===== src/sv/ritoa_pkg.sv =====
// ----------------------------------------------------------------------------
// ritoa_pkg: shared constants and types for the radix integer to ASCII unit
// Field widths, character codes, radix limits and the sequencer state type.
// ----------------------------------------------------------------------------
package ritoa_pkg;

  localparam int VALUE_WIDTH = 32;
  localparam int MAX_CHARS   = 33;
  localparam int RADIX_W     = 6;
  localparam int CHAR_W      = 8;
  localparam int CNT_W       = $clog2(MAX_CHARS + 1);
  localparam int ADDR_W      = $clog2(MAX_CHARS);
  localparam int BIT_W       = $clog2(VALUE_WIDTH);

  localparam logic [RADIX_W-1:0] RADIX_MIN = RADIX_W'(2);
  localparam logic [RADIX_W-1:0] RADIX_MAX = RADIX_W'(36);
  localparam logic [RADIX_W-1:0] DIGIT_TEN = RADIX_W'(10);

  localparam logic [CHAR_W-1:0] CHAR_ZERO  = 8'h30;  // '0'
  localparam logic [CHAR_W-1:0] CHAR_SEVEN = 8'h37;  // '7', so '7' + 10 = 'A'
  localparam logic [CHAR_W-1:0] CHAR_MINUS = 8'h2D;  // '-'

  typedef enum logic [2:0] {
    S_IDLE,
    S_DIV,
    S_SIGN,
    S_RD,
    S_OUT
  } state_t;

endpackage


===== src/sv/radix_integer_to_ascii_unit.sv =====
// ----------------------------------------------------------------------------
// radix_integer_to_ascii_unit: integer to ASCII text in radix 2..36
// Sequence: one divider pass per digit, then the sign when negative, then each
// character is fetched from the store and held until the sink takes it.
// Throughput: one item at a time, set by the bit-serial divider loop.
// Reset: synchronous, active high; clears the sequencer and handshake state.
// ----------------------------------------------------------------------------
module radix_integer_to_ascii_unit (
  input  logic                              clk,
  input  logic                              rst,
  // input channel
  input  logic                              in_valid,
  output logic                              in_stall,
  input  logic                              mode,
  input  logic [ritoa_pkg::RADIX_W-1:0]     radix,
  input  logic [ritoa_pkg::VALUE_WIDTH-1:0] value,
  // output channel
  output logic                              out_valid,
  input  logic                              out_stall,
  output logic [ritoa_pkg::CHAR_W-1:0]      char_out,
  output logic                              last
);
  import ritoa_pkg::*;

  state_t state, state_next;

  logic [CNT_W-1:0]   digit_count, digit_count_next;
  logic [CNT_W-1:0]   rd_idx, rd_idx_next;
  logic               negative_flag, negative_flag_next;
  logic [RADIX_W-1:0] base, base_next;

  logic                   in_xfer;
  logic                   out_xfer;
  logic                   neg_in;
  logic [VALUE_WIDTH-1:0] magnitude;
  logic [RADIX_W-1:0]     base_in;

  logic                   div_start;
  logic [VALUE_WIDTH-1:0] div_dividend;
  logic [VALUE_WIDTH-1:0] div_quotient;
  logic [RADIX_W-1:0]     div_remainder;
  logic                   div_done;

  logic [CHAR_W-1:0] digit_char;
  logic              wr_en;
  logic [CHAR_W-1:0] wr_data;
  logic              rd_en;
  logic [CHAR_W-1:0] rd_data;

  // Handshake: take a new item only while idle; the result sits in S_OUT.
  assign in_stall  = (state != S_IDLE);
  assign in_xfer   = in_valid && !in_stall;
  assign out_valid = (state == S_OUT);
  assign out_xfer  = out_valid && !out_stall;
  assign char_out  = rd_data;
  assign last      = (rd_idx == '0);

  // Clamp the radix into 2..36 and take the magnitude of a negative word.
  // The signed minimum negates to itself, which is its unsigned magnitude.
  always_comb begin
    if (radix < RADIX_MIN) begin
      base_in = RADIX_MIN;
    end else if (radix > RADIX_MAX) begin
      base_in = RADIX_MAX;
    end else begin
      base_in = radix;
    end
  end

  assign neg_in    = mode && value[VALUE_WIDTH-1];
  assign magnitude = neg_in ? (~value + VALUE_WIDTH'(1)) : value;

  // Digit value to character: 0..9 from '0', ten and up from 'A'.
  assign digit_char = (div_remainder < DIGIT_TEN)
                    ? CHAR_ZERO + CHAR_W'(div_remainder)
                    : CHAR_SEVEN + CHAR_W'(div_remainder);

  // First division takes the input magnitude; later ones take the quotient back.
  assign div_dividend = (state == S_IDLE) ? magnitude : div_quotient;

  ritoa_divider u_div (
    .clk       (clk),
    .rst       (rst),
    .start     (div_start),
    .dividend  (div_dividend),
    .divisor   (base),
    .quotient  (div_quotient),
    .remainder (div_remainder),
    .done      (div_done)
  );

  // Characters go in least significant first and come out from the top down.
  ritoa_char_store u_store (
    .clk     (clk),
    .wr_en   (wr_en),
    .wr_addr (digit_count[ADDR_W-1:0]),
    .wr_data (wr_data),
    .rd_en   (rd_en),
    .rd_addr (rd_idx[ADDR_W-1:0]),
    .rd_data (rd_data)
  );

  always_ff @(posedge clk) begin
    if (rst) begin
      state         <= S_IDLE;
      digit_count   <= '0;
      rd_idx        <= '0;
      negative_flag <= 1'b0;
    end else begin
      state         <= state_next;
      digit_count   <= digit_count_next;
      rd_idx        <= rd_idx_next;
      negative_flag <= negative_flag_next;
    end
  end

  always_ff @(posedge clk) begin
    base <= base_next;
  end

  always_comb begin
    state_next         = state;
    digit_count_next   = digit_count;
    rd_idx_next        = rd_idx;
    negative_flag_next = negative_flag;
    base_next          = base;
    div_start          = 1'b0;
    wr_en              = 1'b0;
    wr_data            = digit_char;
    rd_en              = 1'b0;

    unique case (state)
      S_IDLE: begin
        if (in_xfer) begin
          // Latch the clamped radix and sign, start the first digit.
          base_next          = base_in;
          negative_flag_next = neg_in;
          digit_count_next   = '0;
          div_start          = 1'b1;
          state_next         = S_DIV;
        end
      end
      S_DIV: begin
        if (div_done) begin
          wr_en            = 1'b1;
          digit_count_next = digit_count + CNT_W'(1);
          if (div_quotient != '0) begin
            // More digits: divide the quotient again right away.
            div_start = 1'b1;
          end else if (negative_flag) begin
            state_next = S_SIGN;
          end else begin
            rd_idx_next = digit_count;
            state_next  = S_RD;
          end
        end
      end
      S_SIGN: begin
        // Append the minus sign; it comes out first.
        wr_en            = 1'b1;
        wr_data          = CHAR_MINUS;
        digit_count_next = digit_count + CNT_W'(1);
        rd_idx_next      = digit_count;
        state_next       = S_RD;
      end
      S_RD: begin
        // Fetch the next character; read data is valid next cycle.
        rd_en      = 1'b1;
        state_next = S_OUT;
      end
      S_OUT: begin
        // Hold the character until the transfer completes.
        if (out_xfer) begin
          if (last) begin
            state_next = S_IDLE;
          end else begin
            rd_idx_next = rd_idx - CNT_W'(1);
            state_next  = S_RD;
          end
        end
      end
      default: begin
        state_next = S_IDLE;
      end
    endcase
  end

endmodule


===== src/sv/ritoa_divider.sv =====
// ----------------------------------------------------------------------------
// ritoa_divider: bit-serial restoring divider by a small radix
// Shifts one dividend bit per cycle into a narrow remainder; VALUE_WIDTH steps.
// ----------------------------------------------------------------------------
module ritoa_divider (
  input  logic                            clk,
  input  logic                            rst,
  input  logic                            start,
  input  logic [ritoa_pkg::VALUE_WIDTH-1:0] dividend,
  input  logic [ritoa_pkg::RADIX_W-1:0]   divisor,
  output logic [ritoa_pkg::VALUE_WIDTH-1:0] quotient,
  output logic [ritoa_pkg::RADIX_W-1:0]   remainder,
  output logic                            done
);
  import ritoa_pkg::*;

  logic               running;
  logic [BIT_W-1:0]   bit_cnt;
  logic [RADIX_W:0]   trial;
  logic [RADIX_W:0]   trial_sub;
  logic               fits;

  // Trial subtract of the divisor from the remainder with the next bit in.
  assign trial     = {remainder, quotient[VALUE_WIDTH-1]};
  assign fits      = trial >= {1'b0, divisor};
  assign trial_sub = trial - {1'b0, divisor};

  always_ff @(posedge clk) begin
    if (rst) begin
      running <= 1'b0;
      done    <= 1'b0;
    end else begin
      done <= 1'b0;
      if (start) begin
        running <= 1'b1;
      end else if (running && bit_cnt == BIT_W'(VALUE_WIDTH - 1)) begin
        running <= 1'b0;
        done    <= 1'b1;
      end
    end
  end

  always_ff @(posedge clk) begin
    if (start) begin
      quotient  <= dividend;
      remainder <= '0;
      bit_cnt   <= '0;
    end else if (running) begin
      quotient  <= {quotient[VALUE_WIDTH-2:0], fits};
      remainder <= fits ? trial_sub[RADIX_W-1:0] : trial[RADIX_W-1:0];
      bit_cnt   <= bit_cnt + BIT_W'(1);
    end
  end

endmodule


===== src/sv/ritoa_char_store.sv =====
// ----------------------------------------------------------------------------
// ritoa_char_store: character buffer memory
// One write port and one read port with registered read data.
// ----------------------------------------------------------------------------
module ritoa_char_store (
  input  logic                         clk,
  input  logic                         wr_en,
  input  logic [ritoa_pkg::ADDR_W-1:0] wr_addr,
  input  logic [ritoa_pkg::CHAR_W-1:0] wr_data,
  input  logic                         rd_en,
  input  logic [ritoa_pkg::ADDR_W-1:0] rd_addr,
  output logic [ritoa_pkg::CHAR_W-1:0] rd_data
);
  import ritoa_pkg::*;

  logic [CHAR_W-1:0] mem [MAX_CHARS];

  always_ff @(posedge clk) begin
    if (wr_en) begin
      mem[wr_addr] <= wr_data;
    end
  end

  always_ff @(posedge clk) begin
    if (rd_en) begin
      rd_data <= mem[rd_addr];
    end
  end

endmodule

===== config.mk =====
export PLATFORM = sky130hd
export DESIGN_NAME = radix_integer_to_ascii_unit
export DESIGN_NICKNAME = d
export VERILOG_FILES = /design/src/sv/ritoa_pkg.sv /design/src/sv/radix_integer_to_ascii_unit.sv /design/src/sv/ritoa_divider.sv /design/src/sv/ritoa_char_store.sv
export SDC_FILE = /design/constraint.sdc
export NUM_CORES = 1
export LEC_CHECK = 0
export ABC_AREA = 1
export BUFFER_PORTS_ARGS = -buffer_cell sky130_fd_sc_hd__buf_2
export CAP_MARGIN = 20
export CORE_ASPECT_RATIO = 1.1
export CORE_MARGIN = 2
export CORE_UTILIZATION = 30
export CTS_CLUSTER_DIAMETER = 80
export DETAILED_ROUTE_END_ITERATION = 16
export GPL_ROUTABILITY_DRIVEN = 0
export PLACE_DENSITY = 0.57
export REMOVE_ABC_BUFFERS = 1
export SYNTH_ARGS = -nofsm -noshare
export SYNTH_HDL_FRONTEND = slang
export SYNTH_SLANG_ARGS = --single-unit

===== constraint.sdc =====
create_clock -name clk -period 5 [get_ports clk]
set_input_delay 0.25 -clock clk [delete_from_list [all_inputs] [get_ports clk]]
set_output_delay 0.25 -clock clk [all_outputs]
set_load 0.01 [all_outputs]

======== Word level (Yosys, flattened, before mapping) ========
Memories as Yosys holds them, arrays and structs flattened. A register that Yosys moved wholly into a read port is not among the register bits.
Cells that the tools add are included.
storage, ports and cells
  bits in registers ....................... 75
  bits in latches ......................... 0
  bits in writable memories ............... 231
  bits in read-only memories .............. 0
  input bits .............................. 43
  word-level logic and storage cells ...... 94
  memories kept ........................... 1
operators by class
  add/subtract/negate cells ............... 7
  multiply operators ...................... 0
  div/mod/pow operators ................... 0
  $lt $le $gt $ge ......................... 4
  equality and inequality tests ........... 12
  shifts and indexed selects .............. 0
  multiplexer cells ....................... 36
  bitwise operators ....................... 1
  reductions and logical operators ........ 21
memory list
  name         depth  bits a word  rd ports  clocked after memory_dff  wr ports  RTL line                source
  u_store.mem  33     7            1         1                         1         ritoa_char_store.sv:16  logic [CHAR_W-1:0] mem [MAX_CHARS];
operator list
  kind                                                         count
  2-to-1 mux 32 bit                                            4
  2-to-1 mux 6 bit                                             9
  case mux 6 bit (3 select lines)                              2
  adder 32 x 1 -> 32 bit (second input constant)               1
  NOT 32 bit                                                   1
  nonzero test 32 bit                                          1
  case mux 3 bit (5 select lines)                              1
  adder 6 x 6 -> 7 bit (first input constant)                  2
  2-to-1 mux 7 bit                                             2
  2-to-1 mux 3 bit                                             4
  2-to-1 mux 1 bit                                             11
  nonzero test 3 bit                                           3
  != test 2 bit (second input constant)                        4
  greater-or-equal comparator 7 x 6 -> 1 bit                   1
  adder 6 x 1 -> 6 bit (second input constant)                 1
  == test 3 x 2 -> 1 bit (second input constant)               2
  greater-than comparator 6 bit (second input constant)        1
  zero test 6 bit                                              1
  less-than comparator 6 x 2 -> 1 bit (second input constant)  1
  less-than comparator 6 x 4 -> 1 bit (second input constant)  1
  != test 2 x 1 -> 1 bit (second input constant)               3
  AND reduction 6 bit                                          1
  subtractor 6 x 1 -> 6 bit (second input constant)            1
  subtractor 6 bit                                             1
  other kinds (14)                                             22

======== Logic depth before layout (Yosys ltp) ========
Gate-level depths: netlist (run 1).
  depth after elaboration ................. 7
  gate-level depth with buffers ........... 13

======== By module ========
From an unflattened synthesis (run 1), not the netlist that was laid out.
second synthesis, totals
  cells, all modules ...................... 1,718
  area, all modules ....................... 16,255.6 µm²
by module, submodules not included
  module                       instances  cells an instance  area an instance (µm²)  sequential area each (µm²)
  ritoa_char_store             1          937                11,158.2                8,167.8
  radix_integer_to_ascii_unit  1          513                2,816.5                 500.5
  ritoa_divider                1          268                2,280.9                 1,221.2

======== Least setup slack after synthesis (run 1) ========
Ideal clock, no wire load.
  path type ............................... register to register
  start point ............................. register u_div.quotient[27] (netlist bit)
  end point ............................... register u_div.quotient[0] (netlist bit), enable pin
  arrival ................................. 3,338 ps
  slack ................................... 1,197 ps
  cell stages (with the launch flop) ...... 9
  path buffers ............................ 1
  period minus slack after synthesis ...... 3,803 ps
  path through ............................ edfxtp_1 -> nor2_1 -> nand2_1 -> nor2_1 -> nand2_1 -> nor2_1 -> o21ai_2 -> buf_6 -> o21ai_0
on the way
  longest elaborated chain between the ends .. 6
  elaborated cells on any way between the ends .. 7
  classes of those cells .................. 1 x eq/ne; 3 x mux; 3 x reduce/logical
ends and longest elaborated chain
  what                                                                    RTL line                            source
  from (decl)                                                             ritoa_divider.sv:11                 output logic [ritoa_pkg::VALUE_WIDTH-1:0] quotient,
  from (signal assigned)                                                  ritoa_divider.sv:45                 quotient <= dividend;
  from (signal assigned)                                                  ritoa_divider.sv:49                 quotient <= {quotient[VALUE_WIDTH-2:0], fits};
  nonzero test 32 bit (*)                                                 radix_integer_to_ascii_unit.sv:147  if (div_quotient != '0) begin
  2-to-1 mux 1 bit (*)                                                    radix_integer_to_ascii_unit.sv:147
  2-to-1 mux 1 bit (*)                                                    radix_integer_to_ascii_unit.sv:144  if (div_done) begin
  case mux 1 bit (2 select lines) (*)                                     radix_integer_to_ascii_unit.sv:132  unique case (state)
  != test 2 x 1 -> 1 bit (no line) or nonzero test 2 bit (tied branches)  --
  AND reduction 2 bit (no line) (*)                                       --
Every way passes the cells marked *; elsewhere a longest branch is shown, timed or not.
A chain may end at the register's enable or synchronous reset.

======== Final worst setup path (run 1) ========
  start point ............................. register rd_idx[0]
  end point ............................... output port last
on the way
  longest elaborated chain between the ends .. 1
ends and longest elaborated chain
  what                    RTL line                            source
  from (decl)             radix_integer_to_ascii_unit.sv:28   logic [CNT_W-1:0] rd_idx, rd_idx_next;
  from (signal assigned)  radix_integer_to_ascii_unit.sv:112  rd_idx <= rd_idx_next;
  zero test 6 bit         radix_integer_to_ascii_unit.sv:56   assign last = (rd_idx == '0);
  to (decl)               radix_integer_to_ascii_unit.sv:21   output logic last
No other way between the ends.

==> flow_summary.yaml, run 1 <==
yosys:
  async_reset_ff_share_pct: 0
  netlist_area_um2: 14300
  synth_edf_count: 276
  yosysWarnings: 0
  seq_area_frac_synth_pct: 61.9
  synth_seq_cells: 305
  avgSynthCellArea_um2: 9.43
  synth_cell_types: 41
  synth_cells: 1519
  synth_ff_type: "edfxtp_1"
global_routing:
  grt_pass1_wl_mm: 57.8
  grt_pass1_vias: 10600
  grt_antenna_before_repair: 0
  overflow: 0
  grtUsageTotal_pct: 14.9
  grt_max_degree: 68
sta:
  setup_tns_ns: 0
  setup_violations: 0
  fin_crit_sh_pct: 70.5
  period_needed_ns: 3.53
  finalClockSkew_ns: 0.0272
  setup_slack_ns: 1.47
  worstMarginPinSlew_ns: 0.982
  final_hold_viol_count: 0
  slew-limit-headroom_pct: 34.2
  rsz0062_at_grt: "false"
  max_freq_mhz: 284
  drv_slew: 0
floorplan:
  io_pins: 54
  start_util_pct: 30.5
  die_w_um: 212
  core-area_um2: 46900
  std_cell_rows: 83
  fp.dieH_um: 233
  dieArea_um2: 49500
cells_and_area:
  nFillCells: 4843
  synthToLayoutAreaGrowth_pct: 13.7
  antenna_cells: 0
  nets: 1618
  postLayoutCellArea_um2: 16300
  drive_gt1_share_pct: 9.39
clock_tree:
  worst_skew_pair.late_latency_ns: 0.53
  clkSinkCount: 305
  root_buffer: "clkbuf_16"
  postCtsResizedCells: 0
  clockBufferDepth: 3
  cts.clk_slew.worst_paths_ns: 0.06
  htreeDepth: 2
  cts_buffers: 34
  cts_tree: "built"
  cts_setup_buffers: 0
setup_path:
  cp-start-kind: "flip-flop"
  cp-end-kind: "output port"
  critPathKind: "flip-flop to output port"
  required_ns: 4.75
  crit_arrival_ns: 3.28
  critical_path.max_fanout: 67
pwr:
  power_density_nw_per_um2: 480
  p_leak_nw: 6.27
  p_total_w: 0.00781
  ir_worst_vdd_v: 0.000321
routing:
  totalWireLength_mm: 36.2
  viasPerCell: 4.80
  drcViolationCount: 0
  num_vias: 10700
  drt-pass1-iter-count: 5
  final_antenna_net_count: 0
  drt_iter0_markers: 1040
  routedWlPerCell_um: 16.3
placed_design:
  dp_hpwl_mm: 23.3
  placedInstanceArea_um2: 15200
  port_buffers: 52
  preCtsSetupSlack_ns: 1.49
flow_run:
  maxCapViolCount: 0
worst_hold_path:
  hp-class: "primary input to flip-flop"
run_status:
  status: "finished, final reports clean"
[final cells by class]
cell class / instances / area, um2 / area share [%]
tap: 637 / 797 / 4.89
sequential: 305 / 8870 / 54.5
clock inverter: 21 / 150 / 0.922
multi-input combinational: 1045 / 4770 / 29.3
clock buffer: 40 / 873 / 5.36
inverter: 103 / 388 / 2.38
timing repair buffer: 72 / 435 / 2.67
[per-stage QoR]
step	util [%]	hold WS [ns]	instances
6_report	34.7	0.0416	2223
3_5_place_dp	32.5	0.456	2159
2_1_floorplan	-	0.319	1453
3_3_place_gp	32.4	0.454	2158
5_1_grt	34.7	0.0500	2223
4_1_cts	34.7	0.0260	2222
[cells in the mapped netlist, types with 2 or more instances]
cell	instances	area, um2
nand2_1	502	1880
edfxtp_1	276	8290
nand3_1	248	1240
nor2_1	124	465
inv_1	89	334
buf_2	37	185
o21ai_0	34	170
dfxtp_1	29	581
a21oi_1	26	130
nand4_1	25	156
clkbuf_1	18	67.6
o21ai_1	14	70.1
ha_1	13	163
inv_2	12	45.0
xor2_1	12	105
nor3_1	10	50.1
xnor2_1	8	70.1
buf_1	6	22.5
buf_4	3	22.5
nand3_2	3	30.0
nand3b_1	3	22.5
nor2_2	3	18.8
buf_6	2	22.5
clkinv_1	2	7.51
nor4_1	2	12.5
o211ai_1	2	15.0
o31ai_1	2	15.0
[sequential cells by signal, summed over array words and instances (netlist names)]
signal,cells
u_div.running,1
u_store.mem,231
u_div.quotient,32
u_div.remainder,6
u_div.bit_cnt,5
u_div.done,1
base,6
u_store.rd_data,7
digit_count,6
rd_idx,6
state,3
negative_flag,1
[kinds of logic after synthesis]
logic type	synth area share (%)
flops	61.9
fa+ha+maj	1.28
xor+xnor	1.22
buf+inv	4.94
other cells	0.0262
simple gates	27.3
compound gates	3.28
[final timing paths]
path | startpoint | endpoint | slack [ns] | cells past startpoint
worst max-delay path | rd_idx[0] | last | 1.47 | 5
worst min-delay path | radix[2] | base[2] | 0.04 | 3
worst max register to register | rd_idx[0] | rd_idx[0] | 1.48 | 9
worst min register to register | u_div.bit_cnt[4] | u_div.bit_cnt[4] | 0.47 | 2
[metal layers]
layer	vias up	global-route usage [%]	part of all wire, %
li1	5227	-	-
met1	5024	20.2	45
met2	344	24.7	47
met3	68	2.15	5.5
met4	0	4.44	2.6
met5	-	0	0
[placed cells by master (no fill, tap or decap), drive strengths merged, types with 13 or more instances in the layout]
| master | synthesis | final |
|---|---|---|
| nand2 | 502 | 502 |
| edfxtp | 276 | 276 |
| nand3 | 251 | 251 |
| nor2 | 128 | 128 |
| inv | 101 | 102 |
| buf | 48 | 69 |
| o21ai | 49 | 49 |
| clkbuf | 18 | 41 |
| dfxtp | 29 | 29 |
| a21oi | 28 | 28 |
| nand4 | 25 | 25 |
| clkinv | 2 | 19 |
| ha | 13 | 13 |
[repair_timing]
item,in CTS,in global routing
hold endpoints to repair,3,0
hold buffers,2,0
endpoints found under the setup margin,0,0
[report_power, final]
part	leakage, nW	total [W]	switching [W]	internal [W]
Clock	0.495	0.00233	0.00101	0.00131
Combinational	3.02	0.00190	0.00144	0.000460
Sequential	2.76	0.00359	0.000111	0.00348
[worst max-delay path, stage by stage (launching register included)]
cell      delay, ns
dfxtp_4        0.71
clkinv_2       0.93
ha_1           0.62
nand4_1        0.22
inv_1          0.06
buf_2          0.15
No activity file was read; power rests on OpenSTA's default activity.
==> run 2, diff against run 1 <==
==> constraint.sdc (replaced) <==
create_clock -name clk -period 3.31 [get_ports clk]
set_input_delay 0.1655 -clock clk [delete_from_list [all_inputs] [get_ports clk]]
set_output_delay 0.1655 -clock clk [all_outputs]
set_load 0.01 [all_outputs]
==> run 2 against run 1 <==
- setup slack worse by 0.60 ns
- routed wire length up 0.11%
- largest cell class unchanged
- clock skew down 0.0069 ns
- clock power up 53%
- die area unchanged
- via count about the same
- hold slack worse by 0.0047 ns
- critical path depth up 1
- core utilization up 0.59 points
==> flow_summary.yaml, run 2 (synthesis results as in run 1) <==
cells_and_area:
  top_regs: "u_store.mem x231, u_div.quotient x32, u_store.rd_data x7"
  top_register: "u_store.mem"
  layout_commonest_cell: "nand2_1"
  post-route-util_pct: 35.3
  nFillCells: 4801
  largest_register_ffs: 231
  area.sequential_um2: 8870
  final_cell_mix: "nand2_1 (502), edfxtp_1 (276), nand3_1 (248)"
  multi_input_area_um2: 4770
  antenna_cells: 0
  drive_gt1_share_pct: 10.9
  synthToLayoutAreaGrowth_pct: 15.6
  nets: 1651
global_routing:
  top_usage_layer: "met2"
  grt_max_degree: 57
  use_met3_pct: 2.59
  overflow: 0
  grt_use_met2_pct: 24.1
  grt_antenna_before_repair: 0
  grt_pass1_vias: 10500
  grt_pass1_wl_mm: 57.6
  use_met1_pct: 20.3
  grtUsageTotal_pct: 14.9
worst_hold_path:
  hp-class: "primary input to flip-flop"
clock_tree:
  cts.clk_slew.worst_paths_ns: 0.06
  worst_skew_pair.late_latency_ns: 0.52
  htreeDepth: 2
  cts_buffers: 34
  clkSinkCount: 305
  root_buffer: "clkbuf_16"
  cts_tree: "built"
  clockBufferDepth: 3
sta:
  drv_slew: 0
  final_hold_viol_count: 0
  max_freq_mhz: 410
  finalClockSkew_ns: 0.0203
  setup_slack_ns: 0.870
  setup_violations: 0
  fin_crit_sh_pct: 73.7
  worstMarginPinSlew_ns: 0.977
  setup_tns_ns: 0
  slew-limit-headroom_pct: 34.6
  whs_ns: 0.0369
  period_needed_ns: 2.44
  rsz0062_at_grt: "false"
setup_path:
  ff2ff_path_depth: 6
  crit_buf_inv: 2
  cp-endpoint: "u_store.mem[10][6]"
  crit_start: "u_div.remainder[0]"
  cp-end-kind: "flip-flop"
  crit_arrival_ns: 2.77
  slowest_stage: "a21oi_2"
  rr_endpoint: "u_store.mem[10][6]"
  max_stage_delay_ns: 0.71
  path_cells: "inv_1, ha_1, a21oi_1, nand3_1, a21oi_2, buf_4"
  critPathKind: "flip-flop to flip-flop"
  crit_family: "compound AO/OA/AOI/OAI gates"
  critical_path.max_fanout: 17
  required_ns: 3.64
  timing.rr.start: "u_div.remainder[0]"
  cp-start-kind: "flip-flop"
  r2r_setup_slack_ns: 0.87
  cp.depth: 6
run_status:
  status: "finished, final reports clean"
placed_design:
  dp_hpwl_mm: 23.3
  port_buffers: 52
  preCtsSetupSlack_ns: 0.886
pwr:
  p_leak_nw: 6.46
  p_int_w: 0.00803
  seqPwrFrac_pct: 45.7
  switching_share_pct: 31.9
  ir_worst_vdd_v: 0.000518
  comb_power_share_pct: 24.1
  clkPwrFrac_pct: 30.2
  power_density_nw_per_um2: 713
  switchingPower_w: 0.00377
routing:
  routedWlPerCell_um: 16.0
  drcViolationCount: 0
  viasPerCell: 4.72
  num_vias: 10700
  drt_iter0_markers: 952
  drt-pass1-iter-count: 5
  final_antenna_net_count: 0
  totalWireLength_mm: 36.2
floorplan:
  start_util_pct: 30.5
  std_cell_rows: 83
  dieArea_um2: 49500
  io_pins: 54
  die_w_um: 212
  core-area_um2: 46900
  fp.dieH_um: 233
flow_run:
  maxCapViolCount: 0
run 2: changes by cell type in the layout (fill, tap and decap cells not counted), moves of 2 or more:
cell / before / now
buf_4: 16 / 45
dlygate4sd3_1: 2 / 8
clkbuf_8: 0 / 2
clkinv_1: 12 / 10
clkinv_2: 5 / 7
inv_6: 3 / 1
run 2: cell type report:
type,instances,area share (%)
clock inverters,18,0.816
well taps,637,4.81
inverters,103,2.34
repair buffers,105,4.09
multi-input cells,1045,28.8
flip-flops and latches,305,53.6
clock buffers,43,5.59
run 2: metrics by stage:
stage               cells  area, um2  total power, W
floorplan            1453      14000         0.00713
global placement     2187      15400         0.00826
detailed placement   2187      15400         0.00832
CTS                  2256      16600          0.0119
global route         2256      16600          0.0124
finish               2256      16600          0.0118
run 2: worst min-delay path by stage:
| stage | from | to | cells past startpoint |
|---|---|---|---|
| final | value[0] | u_div.quotient[0] | 3 |
| after detailed placement | radix[5] | base[5] | 1 |
| after CTS | value[0] | u_div.quotient[0] | 3 |
| after global placement | radix[5] | base[5] | 1 |
| after global routing | value[0] | u_div.quotient[0] | 3 |
| after floorplan | rst | state[2] | 1 |
run 2: timing repair:
action,CTS,global route
endpoints found under the hold margin,11,0
gates resized for setup,0,0
buffers inserted,0,0
hold buffers,8,0
run 2: routing by layer:
layer,share of wire [%],vias up,wire (um)
met3,6.1,61,2190
met1,46,4995,16500
li1,-,5302,-
met4,2.6,0,932
met5,0,-,0
met2,46,296,16500
run 2: power groups by stage:
stage	logic [W]	clock network, W	registers [W]
after global placement	0.00278	0	0.00547
final	0.00284	0.00356	0.00540
after floorplan	0.00161	0	0.00552
after CTS	0.00285	0.00364	0.00540
after detailed placement	0.00284	0	0.00548
after global routing	0.00321	0.00379	0.00542
run 2: worst reg2reg max path: cells and delay by family, from the launching register on:
kind | cells | cell delay, ns
and+or+nand+nor | 1 | 0.12
DFF | 1 | 0.51
buffers and inverters | 2 | 0.50
adders and majority gates | 1 | 0.23
AOI/OAI and AO/OA | 2 | 0.90
